[config.mk]
export PLATFORM = sky130hd
export DESIGN_NAME = pcap_stream_deframer_core
export DESIGN_NICKNAME = d
export VERILOG_FILES = /design/src/hw/rtl/psdf_pkg.sv /design/src/hw/rtl/pcap_stream_deframer_core.sv /design/src/hw/rtl/psdf_parser.sv /design/src/hw/rtl/psdf_out_fifo.sv
export SDC_FILE = /design/constraint.sdc
export NUM_CORES = 2
export LEC_CHECK = 0
export CORE_MARGIN = 10
export CORE_UTILIZATION = 63
export CTS_CLUSTER_SIZE = 20
export DETAILED_ROUTE_END_ITERATION = 8
export DONT_BUFFER_PORTS = 1
export GPL_TIMING_DRIVEN = 0
export HOLD_SLACK_MARGIN = 0.08
export MAX_ROUTING_LAYER = met4
export PLACE_DENSITY = 0.79
export SYNTH_ARGS = -nofsm -noshare
export SYNTH_HDL_FRONTEND = slang
export SYNTH_SLANG_ARGS = --single-unit
[constraint.sdc]
create_clock -name clk -period 6.8 [get_ports clk]
set_clock_uncertainty 0.1 [all_clocks]
set_input_delay 1.02 -clock clk [delete_from_list [all_inputs] [get_ports clk]]
set_output_delay 1.02 -clock clk [all_outputs]
set_load 0.02 [all_outputs]
[src/hw/rtl/psdf_pkg.sv]
// ----------------------------------------------------------------------------
// psdf_pkg
// Shared types and constants of the pcap stream deframer: phase and status
// codes, the result record and the push bundle into the result queue.
// ----------------------------------------------------------------------------
package psdf_pkg;

    localparam int unsigned FILE_HDR_LEN      = 24;
    localparam int unsigned REC_HDR_LEN       = 16;
    localparam int unsigned IDX_W             = 5;
    localparam int unsigned CAP_W             = 19;
    localparam int unsigned OUT_DEPTH_DEFAULT = 4;

    localparam logic [31:0]      MAGIC_MICRO   = 32'ha1b2c3d4;
    localparam logic [31:0]      MAGIC_NANO    = 32'ha1b23c4d;
    localparam logic [31:0]      LINK_MASK     = 32'h03FFFFFF;
    localparam logic [31:0]      LINK_ETHERNET = 32'h00000001;
    localparam logic [7:0]       VER_MAJOR_LO  = 8'd2;
    localparam logic [7:0]       VER_MINOR_LO  = 8'd4;
    localparam logic [CAP_W-1:0] MAX_CAP_RESET = 19'd65535;

    typedef enum logic [4:0] {
        PH_FILE = 5'b00001,
        PH_REC  = 5'b00010,
        PH_DATA = 5'b00100,
        PH_DONE = 5'b01000,
        PH_ERR  = 5'b10000
    } phase_t;

    typedef enum logic [1:0] {
        KIND_HEADER  = 2'd0,
        KIND_PAYLOAD = 2'd1,
        KIND_STATUS  = 2'd2
    } kind_t;

    typedef enum logic [3:0] {
        ST_OK         = 4'd0,
        ST_MAGIC      = 4'd1,
        ST_VERSION    = 4'd2,
        ST_LINKTYPE   = 4'd3,
        ST_OVER_SNAP  = 4'd4,
        ST_OVER_LIMIT = 4'd5,
        ST_TRUNC_FILE = 4'd6,
        ST_TRUNC_REC  = 4'd7,
        ST_TRUNC_DATA = 4'd8,
        ST_CLEAN_END  = 4'd9
    } status_t;

    typedef struct packed {
        kind_t             kind;
        logic [7:0]        payload_byte;
        logic              last_in_packet;
        logic [31:0]       stamp_seconds;
        logic [31:0]       stamp_fraction;
        logic              nanosecond_stamps;
        logic [31:0]       wire_length;
        logic [CAP_W-1:0]  captured_length;
        status_t           status;
        logic [31:0]       packet_count;
        logic              last_of_item;
    } result_t;

    typedef struct packed {
        logic [1:0] count;
        result_t    first;
        result_t    second;
    } push_t;

endpackage

[src/hw/rtl/pcap_stream_deframer_core.sv]
// ----------------------------------------------------------------------------
// pcap_stream_deframer_core
// Little-endian pcap file deframer: file header checks, record framing,
// payload pass-through and end-of-stream status.
// ----------------------------------------------------------------------------
// Takes at most one file byte per item and accepts an item every cycle while
// the result queue has room; each item is registered and parsed in one pass,
// and its results go into the result queue. An item that carries a payload
// byte or ends a good record header and also carries the end marker gives
// two results, which the single output stream hands on one at a time; other
// items give at most one. The result queue of OUT_DEPTH entries (at least
// three to keep one item per cycle) absorbs this and any output stall. No
// clearing pass follows reset. An error or the clean end is sticky: later
// items are taken and dropped until reset.
module pcap_stream_deframer_core
    import psdf_pkg::*;
#(
    parameter int unsigned OUT_DEPTH = OUT_DEPTH_DEFAULT
)
(
    input  logic             clk,
    input  logic             rst_n,
    input  logic             s_tvalid,
    output logic             s_tready,
    input  logic [7:0]       s_tdata,   // data_byte
    input  logic             s_tuser,   // byte_valid
    input  logic             s_tlast,   // end_of_stream
    output logic             m_tvalid,
    input  logic             m_tready,
    // payload_byte, stamp_seconds, stamp_fraction, nanosecond_stamps,
    // wire_length, captured_length, status, packet_count
    output logic [159:0]     m_tdata,
    output logic [2:0]       m_tuser,   // kind, last_of_item
    output logic             m_tlast,   // last_in_packet
    input  logic             cfg_valid,
    output logic             cfg_ready,
    input  logic [CAP_W-1:0] cfg_data   // max_capture_length
);

    push_t   push;
    logic    room;
    result_t head;

    psdf_parser u_parser (
        .clk       (clk),
        .rst_n     (rst_n),
        .s_tvalid  (s_tvalid),
        .s_tready  (s_tready),
        .s_tdata   (s_tdata),
        .s_tuser   (s_tuser),
        .s_tlast   (s_tlast),
        .cfg_valid (cfg_valid),
        .cfg_ready (cfg_ready),
        .cfg_data  (cfg_data),
        .room      (room),
        .push      (push)
    );

    psdf_out_fifo #(
        .DEPTH (OUT_DEPTH)
    ) u_out_fifo (
        .clk      (clk),
        .rst_n    (rst_n),
        .push     (push),
        .room     (room),
        .m_tvalid (m_tvalid),
        .m_tready (m_tready),
        .head     (head)
    );

    assign m_tdata = {head.packet_count, head.status, head.captured_length,
                      head.wire_length, head.nanosecond_stamps, head.stamp_fraction,
                      head.stamp_seconds, head.payload_byte};
    assign m_tuser = {head.last_of_item, head.kind};
    assign m_tlast = head.last_in_packet;

endmodule

[src/hw/rtl/psdf_parser.sv]
// ----------------------------------------------------------------------------
// psdf_parser
// Input register, header store and framing state. Each registered item is
// parsed in one pass and yields up to two results for the result queue.
// ----------------------------------------------------------------------------
module psdf_parser
    import psdf_pkg::*;
(
    input  logic             clk,
    input  logic             rst_n,
    input  logic             s_tvalid,
    output logic             s_tready,
    input  logic [7:0]       s_tdata,
    input  logic             s_tuser,
    input  logic             s_tlast,
    input  logic             cfg_valid,
    output logic             cfg_ready,
    input  logic [CAP_W-1:0] cfg_data,
    input  logic             room,
    output push_t            push
);

    logic             in_valid_reg;
    logic [7:0]       in_byte_reg;
    logic             in_bval_reg;
    logic             in_eos_reg;
    logic [7:0]       hs_reg [FILE_HDR_LEN];
    phase_t           phase_reg, phase_next;
    logic [IDX_W-1:0] idx_reg, idx_next;
    logic [31:0]      snap_reg, snap_next;
    logic [CAP_W-1:0] rem_reg, rem_next;
    logic             nano_reg, nano_next;
    logic [31:0]      cnt_reg, cnt_next;
    logic [CAP_W-1:0] max_len_reg;
    logic             proceed;
    logic             hs_we;

    assign cfg_ready = 1'b1;
    assign proceed   = in_valid_reg && room;
    assign s_tready  = !in_valid_reg || proceed;

    always_comb
    begin
        logic [31:0]      magic;
        logic [31:0]      link;
        logic [31:0]      cap;
        logic [CAP_W-1:0] rem_dec;
        logic             byte_v;
        logic             eos_v;
        status_t          st;
        phase_t           phase_mid;
        logic [IDX_W-1:0] idx_mid;
        result_t          byte_res;
        result_t          eos_res;

        magic     = {hs_reg[3], hs_reg[2], hs_reg[1], hs_reg[0]};
        link      = {in_byte_reg, hs_reg[22], hs_reg[21], hs_reg[20]};
        cap       = {hs_reg[11], hs_reg[10], hs_reg[9], hs_reg[8]};
        rem_dec   = (rem_reg != '0) ? rem_reg - CAP_W'(1) : rem_reg;
        byte_v    = 1'b0;
        eos_v     = 1'b0;
        st        = ST_OK;
        phase_mid = phase_reg;
        idx_mid   = idx_reg;
        snap_next = snap_reg;
        rem_next  = rem_reg;
        nano_next = nano_reg;
        cnt_next  = cnt_reg;
        hs_we     = 1'b0;
        byte_res  = '0;
        eos_res   = '0;

        if (in_bval_reg)
        begin
            case (phase_reg)
                PH_FILE:
                begin
                    hs_we = 1'b1;
                    if (idx_reg == IDX_W'(FILE_HDR_LEN - 1))
                    begin
                        idx_mid = '0;
                        if (magic == MAGIC_MICRO)
                            nano_next = 1'b0;
                        else if (magic == MAGIC_NANO)
                            nano_next = 1'b1;
                        else
                            st = ST_MAGIC;
                        if (st == ST_OK && (hs_reg[4] != VER_MAJOR_LO || hs_reg[5] != 8'd0
                            || hs_reg[6] != VER_MINOR_LO || hs_reg[7] != 8'd0))
                            st = ST_VERSION;
                        if (st == ST_OK && (link & LINK_MASK) != LINK_ETHERNET)
                            st = ST_LINKTYPE;
                        if (st != ST_OK)
                        begin
                            phase_mid      = PH_ERR;
                            byte_v         = 1'b1;
                            byte_res.kind  = KIND_STATUS;
                            byte_res.status = st;
                        end
                        else
                        begin
                            snap_next = {hs_reg[19], hs_reg[18], hs_reg[17], hs_reg[16]};
                            phase_mid = PH_REC;
                        end
                    end
                    else
                    begin
                        idx_mid = idx_reg + IDX_W'(1);
                    end
                end
                PH_REC:
                begin
                    hs_we = 1'b1;
                    if (idx_reg == IDX_W'(REC_HDR_LEN - 1))
                    begin
                        idx_mid = '0;
                        if (cap > snap_reg)
                            st = ST_OVER_SNAP;
                        else if (cap > {{(32 - CAP_W){1'b0}}, max_len_reg})
                            st = ST_OVER_LIMIT;
                        byte_v = 1'b1;
                        if (st != ST_OK)
                        begin
                            phase_mid       = PH_ERR;
                            byte_res.kind   = KIND_STATUS;
                            byte_res.status = st;
                        end
                        else
                        begin
                            byte_res.kind            = KIND_HEADER;
                            byte_res.stamp_seconds   = {hs_reg[3], hs_reg[2], hs_reg[1],
                                                        hs_reg[0]};
                            byte_res.stamp_fraction  = {hs_reg[7], hs_reg[6], hs_reg[5],
                                                        hs_reg[4]};
                            byte_res.wire_length     = {in_byte_reg, hs_reg[14], hs_reg[13],
                                                        hs_reg[12]};
                            byte_res.captured_length = cap[CAP_W-1:0];
                            if (cap == 32'd0)
                            begin
                                // empty record completes at its header
                                cnt_next                = cnt_reg + 32'd1;
                                byte_res.last_in_packet = 1'b1;
                            end
                            else
                            begin
                                rem_next  = cap[CAP_W-1:0];
                                phase_mid = PH_DATA;
                            end
                        end
                    end
                    else
                    begin
                        idx_mid = idx_reg + IDX_W'(1);
                    end
                end
                PH_DATA:
                begin
                    byte_v                = 1'b1;
                    byte_res.kind         = KIND_PAYLOAD;
                    byte_res.payload_byte = in_byte_reg;
                    rem_next              = rem_dec;
                    if (rem_dec == '0)
                    begin
                        byte_res.last_in_packet = 1'b1;
                        cnt_next                = cnt_reg + 32'd1;
                        phase_mid               = PH_REC;
                    end
                end
                default:
                begin
                end
            endcase
        end

        phase_next = phase_mid;
        idx_next   = idx_mid;
        if (in_eos_reg && (phase_mid inside {PH_FILE, PH_REC, PH_DATA}))
        begin
            eos_v        = 1'b1;
            eos_res.kind = KIND_STATUS;
            case (phase_mid)
                PH_FILE: eos_res.status = ST_TRUNC_FILE;
                PH_REC:  eos_res.status = (idx_mid != '0) ? ST_TRUNC_REC : ST_CLEAN_END;
                default: eos_res.status = ST_TRUNC_DATA;
            endcase
            phase_next = (eos_res.status == ST_CLEAN_END) ? PH_DONE : PH_ERR;
        end

        byte_res.nanosecond_stamps = nano_next;
        byte_res.packet_count      = cnt_next;
        byte_res.last_of_item      = !eos_v;
        eos_res.nanosecond_stamps  = nano_next;
        eos_res.packet_count       = cnt_next;
        eos_res.last_of_item       = 1'b1;

        push.count  = 2'd0;
        push.first  = byte_v ? byte_res : eos_res;
        push.second = eos_res;
        if (proceed)
            push.count = {1'b0, byte_v} + {1'b0, eos_v};
    end

    always_ff @(posedge clk or negedge rst_n)
    begin
        if (!rst_n)
        begin
            in_valid_reg <= 1'b0;
            phase_reg    <= PH_FILE;
            idx_reg      <= '0;
            snap_reg     <= '0;
            rem_reg      <= '0;
            nano_reg     <= 1'b0;
            cnt_reg      <= '0;
            max_len_reg  <= MAX_CAP_RESET;
        end
        else
        begin
            if (s_tready)
                in_valid_reg <= s_tvalid;
            if (cfg_valid && cfg_ready)
                max_len_reg <= cfg_data;
            if (proceed)
            begin
                phase_reg <= phase_next;
                idx_reg   <= idx_next;
                snap_reg  <= snap_next;
                rem_reg   <= rem_next;
                nano_reg  <= nano_next;
                cnt_reg   <= cnt_next;
            end
        end
    end

    always_ff @(posedge clk)
    begin
        if (s_tready && s_tvalid)
        begin
            in_byte_reg <= s_tdata;
            in_bval_reg <= s_tuser;
            in_eos_reg  <= s_tlast;
        end
        if (proceed && hs_we)
            hs_reg[idx_reg] <= in_byte_reg;
    end

    a_data_rem_nonzero: assert property (@(posedge clk) disable iff (!rst_n)
        phase_reg == PH_DATA |-> rem_reg != '0)
        else $error("payload phase with no bytes remaining");

    a_rec_idx_range: assert property (@(posedge clk) disable iff (!rst_n)
        phase_reg == PH_REC |-> idx_reg < IDX_W'(REC_HDR_LEN))
        else $error("record header index out of range");

    a_final_sticky: assert property (@(posedge clk) disable iff (!rst_n)
        (phase_reg == PH_DONE || phase_reg == PH_ERR) |=> $stable(phase_reg))
        else $error("left a final phase without reset");

    a_count_step: assert property (@(posedge clk) disable iff (!rst_n)
        1'b1 |=> (cnt_reg == $past(cnt_reg) || cnt_reg == $past(cnt_reg) + 32'd1))
        else $error("packet count moved by more than one");

endmodule

[src/hw/rtl/psdf_out_fifo.sv]
// ----------------------------------------------------------------------------
// psdf_out_fifo
// Result queue: takes up to two results a cycle from the parser and hands
// one a cycle to the output stream while the stream is ready.
// ----------------------------------------------------------------------------
module psdf_out_fifo
    import psdf_pkg::*;
#(
    parameter int unsigned DEPTH = OUT_DEPTH_DEFAULT
)
(
    input  logic    clk,
    input  logic    rst_n,
    input  push_t   push,
    output logic    room,
    output logic    m_tvalid,
    input  logic    m_tready,
    output result_t head
);

    localparam int unsigned PW = (DEPTH > 1) ? $clog2(DEPTH) : 1;
    localparam int unsigned CW = $clog2(DEPTH + 1);

    result_t       mem_reg [DEPTH];
    logic [PW-1:0] wr_ptr_reg, wr_ptr_next;
    logic [PW-1:0] rd_ptr_reg, rd_ptr_next;
    logic [CW-1:0] count_reg, count_next;
    logic [PW-1:0] wr_ptr_plus1;
    logic          pop;

    function automatic logic [PW-1:0] ptr_inc(input logic [PW-1:0] p);
        return (p == PW'(DEPTH - 1)) ? '0 : p + PW'(1);
    endfunction

    assign m_tvalid     = count_reg != '0;
    assign head         = mem_reg[rd_ptr_reg];
    assign pop          = m_tvalid && m_tready;
    // room for a full pair of results, pops in this cycle not counted
    assign room         = count_reg <= CW'(DEPTH - 2);
    assign wr_ptr_plus1 = ptr_inc(wr_ptr_reg);

    always_comb
    begin
        wr_ptr_next = wr_ptr_reg;
        case (push.count)
            2'd1:    wr_ptr_next = wr_ptr_plus1;
            2'd2:    wr_ptr_next = ptr_inc(wr_ptr_plus1);
            default: wr_ptr_next = wr_ptr_reg;
        endcase
        rd_ptr_next = pop ? ptr_inc(rd_ptr_reg) : rd_ptr_reg;
        count_next  = count_reg + CW'(push.count) - CW'(pop);
    end

    always_ff @(posedge clk or negedge rst_n)
    begin
        if (!rst_n)
        begin
            wr_ptr_reg <= '0;
            rd_ptr_reg <= '0;
            count_reg  <= '0;
        end
        else
        begin
            wr_ptr_reg <= wr_ptr_next;
            rd_ptr_reg <= rd_ptr_next;
            count_reg  <= count_next;
        end
    end

    always_ff @(posedge clk)
    begin
        if (push.count != 2'd0)
            mem_reg[wr_ptr_reg] <= push.first;
        if (push.count == 2'd2)
            mem_reg[wr_ptr_plus1] <= push.second;
    end

    a_count_bound: assert property (@(posedge clk) disable iff (!rst_n)
        count_reg <= CW'(DEPTH))
        else $error("result queue overfilled");

    a_push_fits: assert property (@(posedge clk) disable iff (!rst_n)
        push.count != 2'd0 |->
            ({1'b0, count_reg} + (CW + 1)'(push.count)) <= (CW + 1)'(DEPTH))
        else $error("push larger than free space");

    a_hold_head: assert property (@(posedge clk) disable iff (!rst_n)
        (m_tvalid && !m_tready) |=> $stable(rd_ptr_reg))
        else $error("head moved while stalled");

endmodule

Yosys cells after proc, flatten, opt, wreduce, memory -nomap -nowiden

Memory sizes are Yosys's and may differ from the RTL's. A register that Yosys moved wholly into a read port is not among the register bits.
Cells that the tools add are included.

Bits in latches: 0
Bits in registers: 99
Bits in read-only memories: 0
Input port bits: 34
Word-level logic and storage cells: 179
Output and inout bits: 167
Memory bits (writable): 848
Memories kept: 2

Memory list:

| memory             | depth | bits a word | read ports | clocked after memory_dff | write ports | RTL line            | RTL |
|---|---|---|---|---|---|---|---|
| u_out_fifo.mem_reg | 4     | 164         | 1          | 0                        | 2           | psdf_out_fifo.sv:24 | `result_t mem_reg [DEPTH];` |
| u_parser.hs_reg    | 24    | 8           | 22         | 4                        | 1           | psdf_parser.sv:27   | `logic [7:0] hs_reg [FILE_HDR_LEN];` |

Div/mod/pow operators: 0
$lt $le $gt $ge: 3
Eq/ne operators: 22
$mul: 0
Bitwise operators: 1
Shift-type cells: 0
Reductions and logical operators: 35
Multiplexer cells: 94
Add/subtract/negate cells: 9

Operators by type and width:

| kind                  | count |
|---|---|
| $mux 164              | 1 |
| $mux 32               | 5 |
| $mux 65               | 2 |
| $mux 55               | 2 |
| $mux 51               | 2 |
| $mux 4                | 22 |
| $mux 19               | 4 |
| $mux 75               | 1 |
| $eq 32x32->1 const B  | 2 |
| $mux 64               | 1 |
| $pmux 32 s2           | 1 |
| $mux 5                | 12 |
| $pmux 19 s2           | 1 |
| $add 32x1->32 const B | 1 |
| $gt 32x19->1          | 1 |
| $gt 32x32->1          | 1 |
| $logic_not 32->1      | 1 |
| $ne 26x1->1 const B   | 1 |
| $mux 1                | 21 |
| $logic_not 19->1      | 1 |
| $reduce_bool 19->1    | 1 |
| $sub 19x1->19 const B | 1 |
| $mux 2                | 9 |
| $pmux 4 s2            | 2 |
| other kinds (39)      | 68 |

Logic depth before layout (Yosys ltp)

An unclocked memory read counts as a cell.

Depth in word-level cells: 33
Gate-level depth with buffers: 26
Gate-level depth less buffers: 21

Hierarchy

From an unflattened synthesis, not the netlist that was laid out.

Cells, all modules: 3,172
Area, all modules: 48,659.2 um^2

Modules (own cells, without submodules):

| module        | area an instance (um^2) | times used | sequential area each (um^2) | cells an instance |
|---|---|---|---|---|
| psdf_out_fifo | 32,297.2                | 1          | 19,874.1                    | 1,644 |
| psdf_parser   | 16,361.9                | 1          | 8,459.4                     | 1,528 |

Worst setup path after synthesis

No wires, ideal clock.

Path kind: flip-flop to flip-flop
From: reg u_parser.rem_reg[0]
To: mem u_out_fifo.mem_reg[0][10] (netlist name), enable pin
Buffers on the path: 7
Slack: 800 ps
Library setup time: 392 ps
Stages on the path, launching flop included: 26
Arrival: 5,508 ps
Data required time: 6,308 ps
Cell sequence: dfrtp_1 -> clkbuf_1 -> inv_1 -> ha_1 -> or4b_2 -> nor4_4 -> nand2_1 -> nor3_1 -> o2111ai_2 -> o21ai_1 -> and2_1 -> buf_6 -> buf_8 -> nor2_1 -> a22oi_2 -> nor2_1 -> ha_1 -> nand2_1 -> ha_1 -> clkbuf_1 -> and2_1 -> clkbuf_1 -> nor2_1 -> clkbuf_1 -> clkbuf_1 -> inv_1

RTL lines:

| item                     | RTL line            | RTL |
|---|---|---|
| start: declaration       | psdf_parser.sv:31   | `logic [CAP_W-1:0] rem_reg, rem_next;` |
| start signal: assignment | psdf_parser.sv:227  | `rem_reg <= rem_next;` |
| end: declaration         | psdf_out_fifo.sv:24 |  |

==> metrics <==
status complete, but fails checks; failing checks capacitance limit; most common cell after layout, fill and taps aside dfxtp_1; post-synth cell types 83; TritonCTS buffer count 94; Post-synth top flop dfxtp_1; Hold WC Path Type input pin to async pin; maximum vdd drop 260 uV; clk_lat worst skew 0.66 ns; placement-stage cell area 0.0399 sq mm; Final nets 3121; GP Congestion 0.951; Async S/R FF share, synth 12.6%; Finished Cell Area 0.0435 sq mm; Post-synth EDFFs 338; syn avg cell area 13.4 sq um; critical path cell sequence clkbuf_1, inv_1, ha_2, or4b_2, nor4_4, buf_4, mux2i_1, a21oi_1, o2111ai_1, a21o_1, o211ai_2, xnor2_1, a22oi_2, nor2_1, ha_1, nand2_1, ha_2, and2_1, clkbuf_1, nor2_4, clkbuf_2, clkbuf_1, a22o_1; Final Hold Viols 0; IO Pins 201; static leakage 15.7 nW; commonest non-fill, non-tap cells in the layout dfxtp_1, a22o_1, edfxtp_1; Clock Pin Slew Worst Setup and Hold Paths 0.06 ns; family with the most delay on the worst path simple AND/OR/NAND/NOR gates; Max Root-Sink Buffers 3; most frequent cell on the critical path clkbuf_1; Final Critical Period 6.59 ns; max-slew headroom at the worst pin 0.336%; largest net degree at the start of global routing 105; pre-CTS setup slack -1.33 ns; Slowest cell on crit path or4b_2; Final ANT Viol Nets 0; post-synthesis cell area 0.0388 sq mm; R2R Setup Slk 0.21 ns; Crit Path Class flip-flop to flip-flop; unrepaired setup endpoints after global routing true; Avg WL per Cell 27.9 um; starting density of the core 64.0%; required time of the critical path 7.29 ns; Die ar. 0.0720 sq mm; Tot GR Track Use 30.8%; final setup fails 0; fraction of layout cells with a size suffix above 1 15.7%; Worst Setup Start Kind flip-flop; number of flip-flops in the largest register 656; worst slew pin tran 1.49 ns; CTS tree done; Die Ht 268 um; Layout fillers 3880; DR vias/cell 6.86; DR iter-0 viols 3362; power density cells 296 mW/mm^2; Buffers on Ports 0; critical path buffer and inverter count 6; DR DRC count 0; data arrival time of the worst path 7.08 ns; floorplan core area 0.0607 sq mm; Seq cells post-synth 963; vias 26600; TritonRoute pass-1 iters 5; # rows 90; vias in the first global route 27000; Setup crit end kind flip-flop; clock root cell clkbuf_16; Net Count, Synth 3013; register area 0.0233 sq mm; max-slew violation count 0; Fmax 152 MHz; synthesis-to-finish area growth 12.1%; initial antenna violation count 4; Clock Sinks 963; first-pass GRT wire length 165000 um; YS warnings 0; Final Cycle Share 96.9%; post-detailed-placement half-perimeter wirelength 72300 um; final worst-path setup slack 0.209 ns; H-tree depth 3; Mapped Cells 2906; crit-path max FO 10; CP max stage delay 0.65 ns; Die X 268 um; max cap viols 1; area of the multi-input gates 0.0145 sq mm; grt ovf 0; sequential element share of the synthesized area 60.0%; drt total wl 108000 um
## cell usage after synthesis, types with 8 or more instances
library cell / number / area (sq um)
a21o_1: 14 / 105
a21oi_1: 47 / 235
a22o_1: 494 / 4330
and2_1: 16 / 100
and3_1: 30 / 188
buf_1: 38 / 143
clkbuf_1: 163 / 612
dfrtp_1: 104 / 2600
dfstp_2: 17 / 447
dfxtp_1: 504 / 10100
edfxtp_1: 338 / 10100
ha_1: 72 / 901
inv_1: 75 / 282
mux2_2: 38 / 428
mux4_2: 164 / 3690
nand2_1: 92 / 345
nand2b_1: 11 / 68.8
nand3_1: 74 / 370
nand4_1: 34 / 213
nor2_1: 232 / 871
nor2b_1: 12 / 75.1
nor3_1: 19 / 95.1
nor4_1: 29 / 181
o211ai_1: 8 / 60.1
o21ai_0: 61 / 305
o22ai_1: 8 / 50.1
or3_1: 11 / 68.8
xnor2_1: 28 / 245
xor2_1: 40 / 350
## area by class of cell
type / count / area share (%)
flip-flops and latches: 963 / 53.5
multi-input cells: 1656 / 33.4
clock buffers: 133 / 6.18
well taps: 782 / 2.25
plain buffers: 209 / 2.12
clock inverters: 45 / 1.16
inverters: 75 / 0.693
repair buffers: 15 / 0.684
diodes: 5 / 0.0288
## report_power, final
| part | internal [mW] | switching, mW | total [mW] |
|---|---|---|---|
| registers | 6.06 | 0.124 | 6.18 |
| clock network | 3.09 | 2.28 | 5.37 |
| logic | 0.484 | 0.845 | 1.33 |
| total | 9.63 | 3.25 | 12.9 |
## stage by stage
step	std cells	TNS (ns)	hold WS (ns)	power (mW)	util, %
6_report	3883	0	0.110	12.9	71.7
5_1_grt	3881	-2.74	0.100	13.2	71.7
4_1_cts	3871	-0.0195	0.0879	12.9	71.3
3_5_place_dp	3692	-618.67	0.339	7.60	65.8
3_3_place_gp	3688	-560.20	0.328	7.58	65.6
2_1_floorplan	2906	0	0.321	7.15	-
## metal layers
layer | share of wire (%) | track usage [%] | wire [um]
met1 | 39 | 39.2 | 42500
met2 | 48 | 48.1 | 52400
met3 | 9.0 | 6.72 | 9750
met4 | 3.3 | 11.8 | 3600
met5 | 0 | - | 0
## final timing paths
| kind | from | end | cells after the start |
|---|---|---|---|
| max in group asynchronous | rst_n | u_parser.cnt_reg[25]$_DFFE_PN0P_ | 1 |
| worst max register to register | u_parser.rem_reg[0]$_DFFE_PN0P_ | u_out_fifo.mem_reg[3][76]$_SDFFE_PP0N_ | 23 |
| min in group clk | u_out_fifo.mem_reg[2][162]$_SDFFE_PP0N_ | u_out_fifo.mem_reg[2][162]$_SDFFE_PP0N_ | 1 |
| worst min-delay path | rst_n | u_parser.max_len_reg[14]$_DFFE_PN1P_ | 0 |
| worst max-delay path | u_parser.rem_reg[0]$_DFFE_PN0P_ | u_out_fifo.mem_reg[3][76]$_SDFFE_PP0N_ | 23 |
| worst min register to register | u_out_fifo.mem_reg[2][162]$_SDFFE_PP0N_ | u_out_fifo.mem_reg[2][162]$_SDFFE_PP0N_ | 1 |
## cell families (layout without fill, tap and decap cells)
| kind of cell | Yosys count | in the layout | synth area share, % |
|---|---|---|---|
| xor gates and xnor gates | 68 | 68 | 1.53 |
| DFF | 963 | 963 | 60.0 |
| buffers and inverters | 287 | 477 | 2.91 |
| and+or+nand+nor | 604 | 604 | 7.68 |
| AOI/OAI and AO/OA | 703 | 703 | 14.8 |
| other | 1 | 6 | 0.00966 |
| muxes | 207 | 207 | 10.7 |
| adders and majority gates | 73 | 73 | 2.37 |
## timing repair
item	CTS	global route
buffers inserted	1	7
hold buffers	1	0
resized for setup	56	62
pin swaps	0	4
setup endpoints to repair	780	691
hold endpoints to repair	104	0
Power figures use the tool's default switching activity.
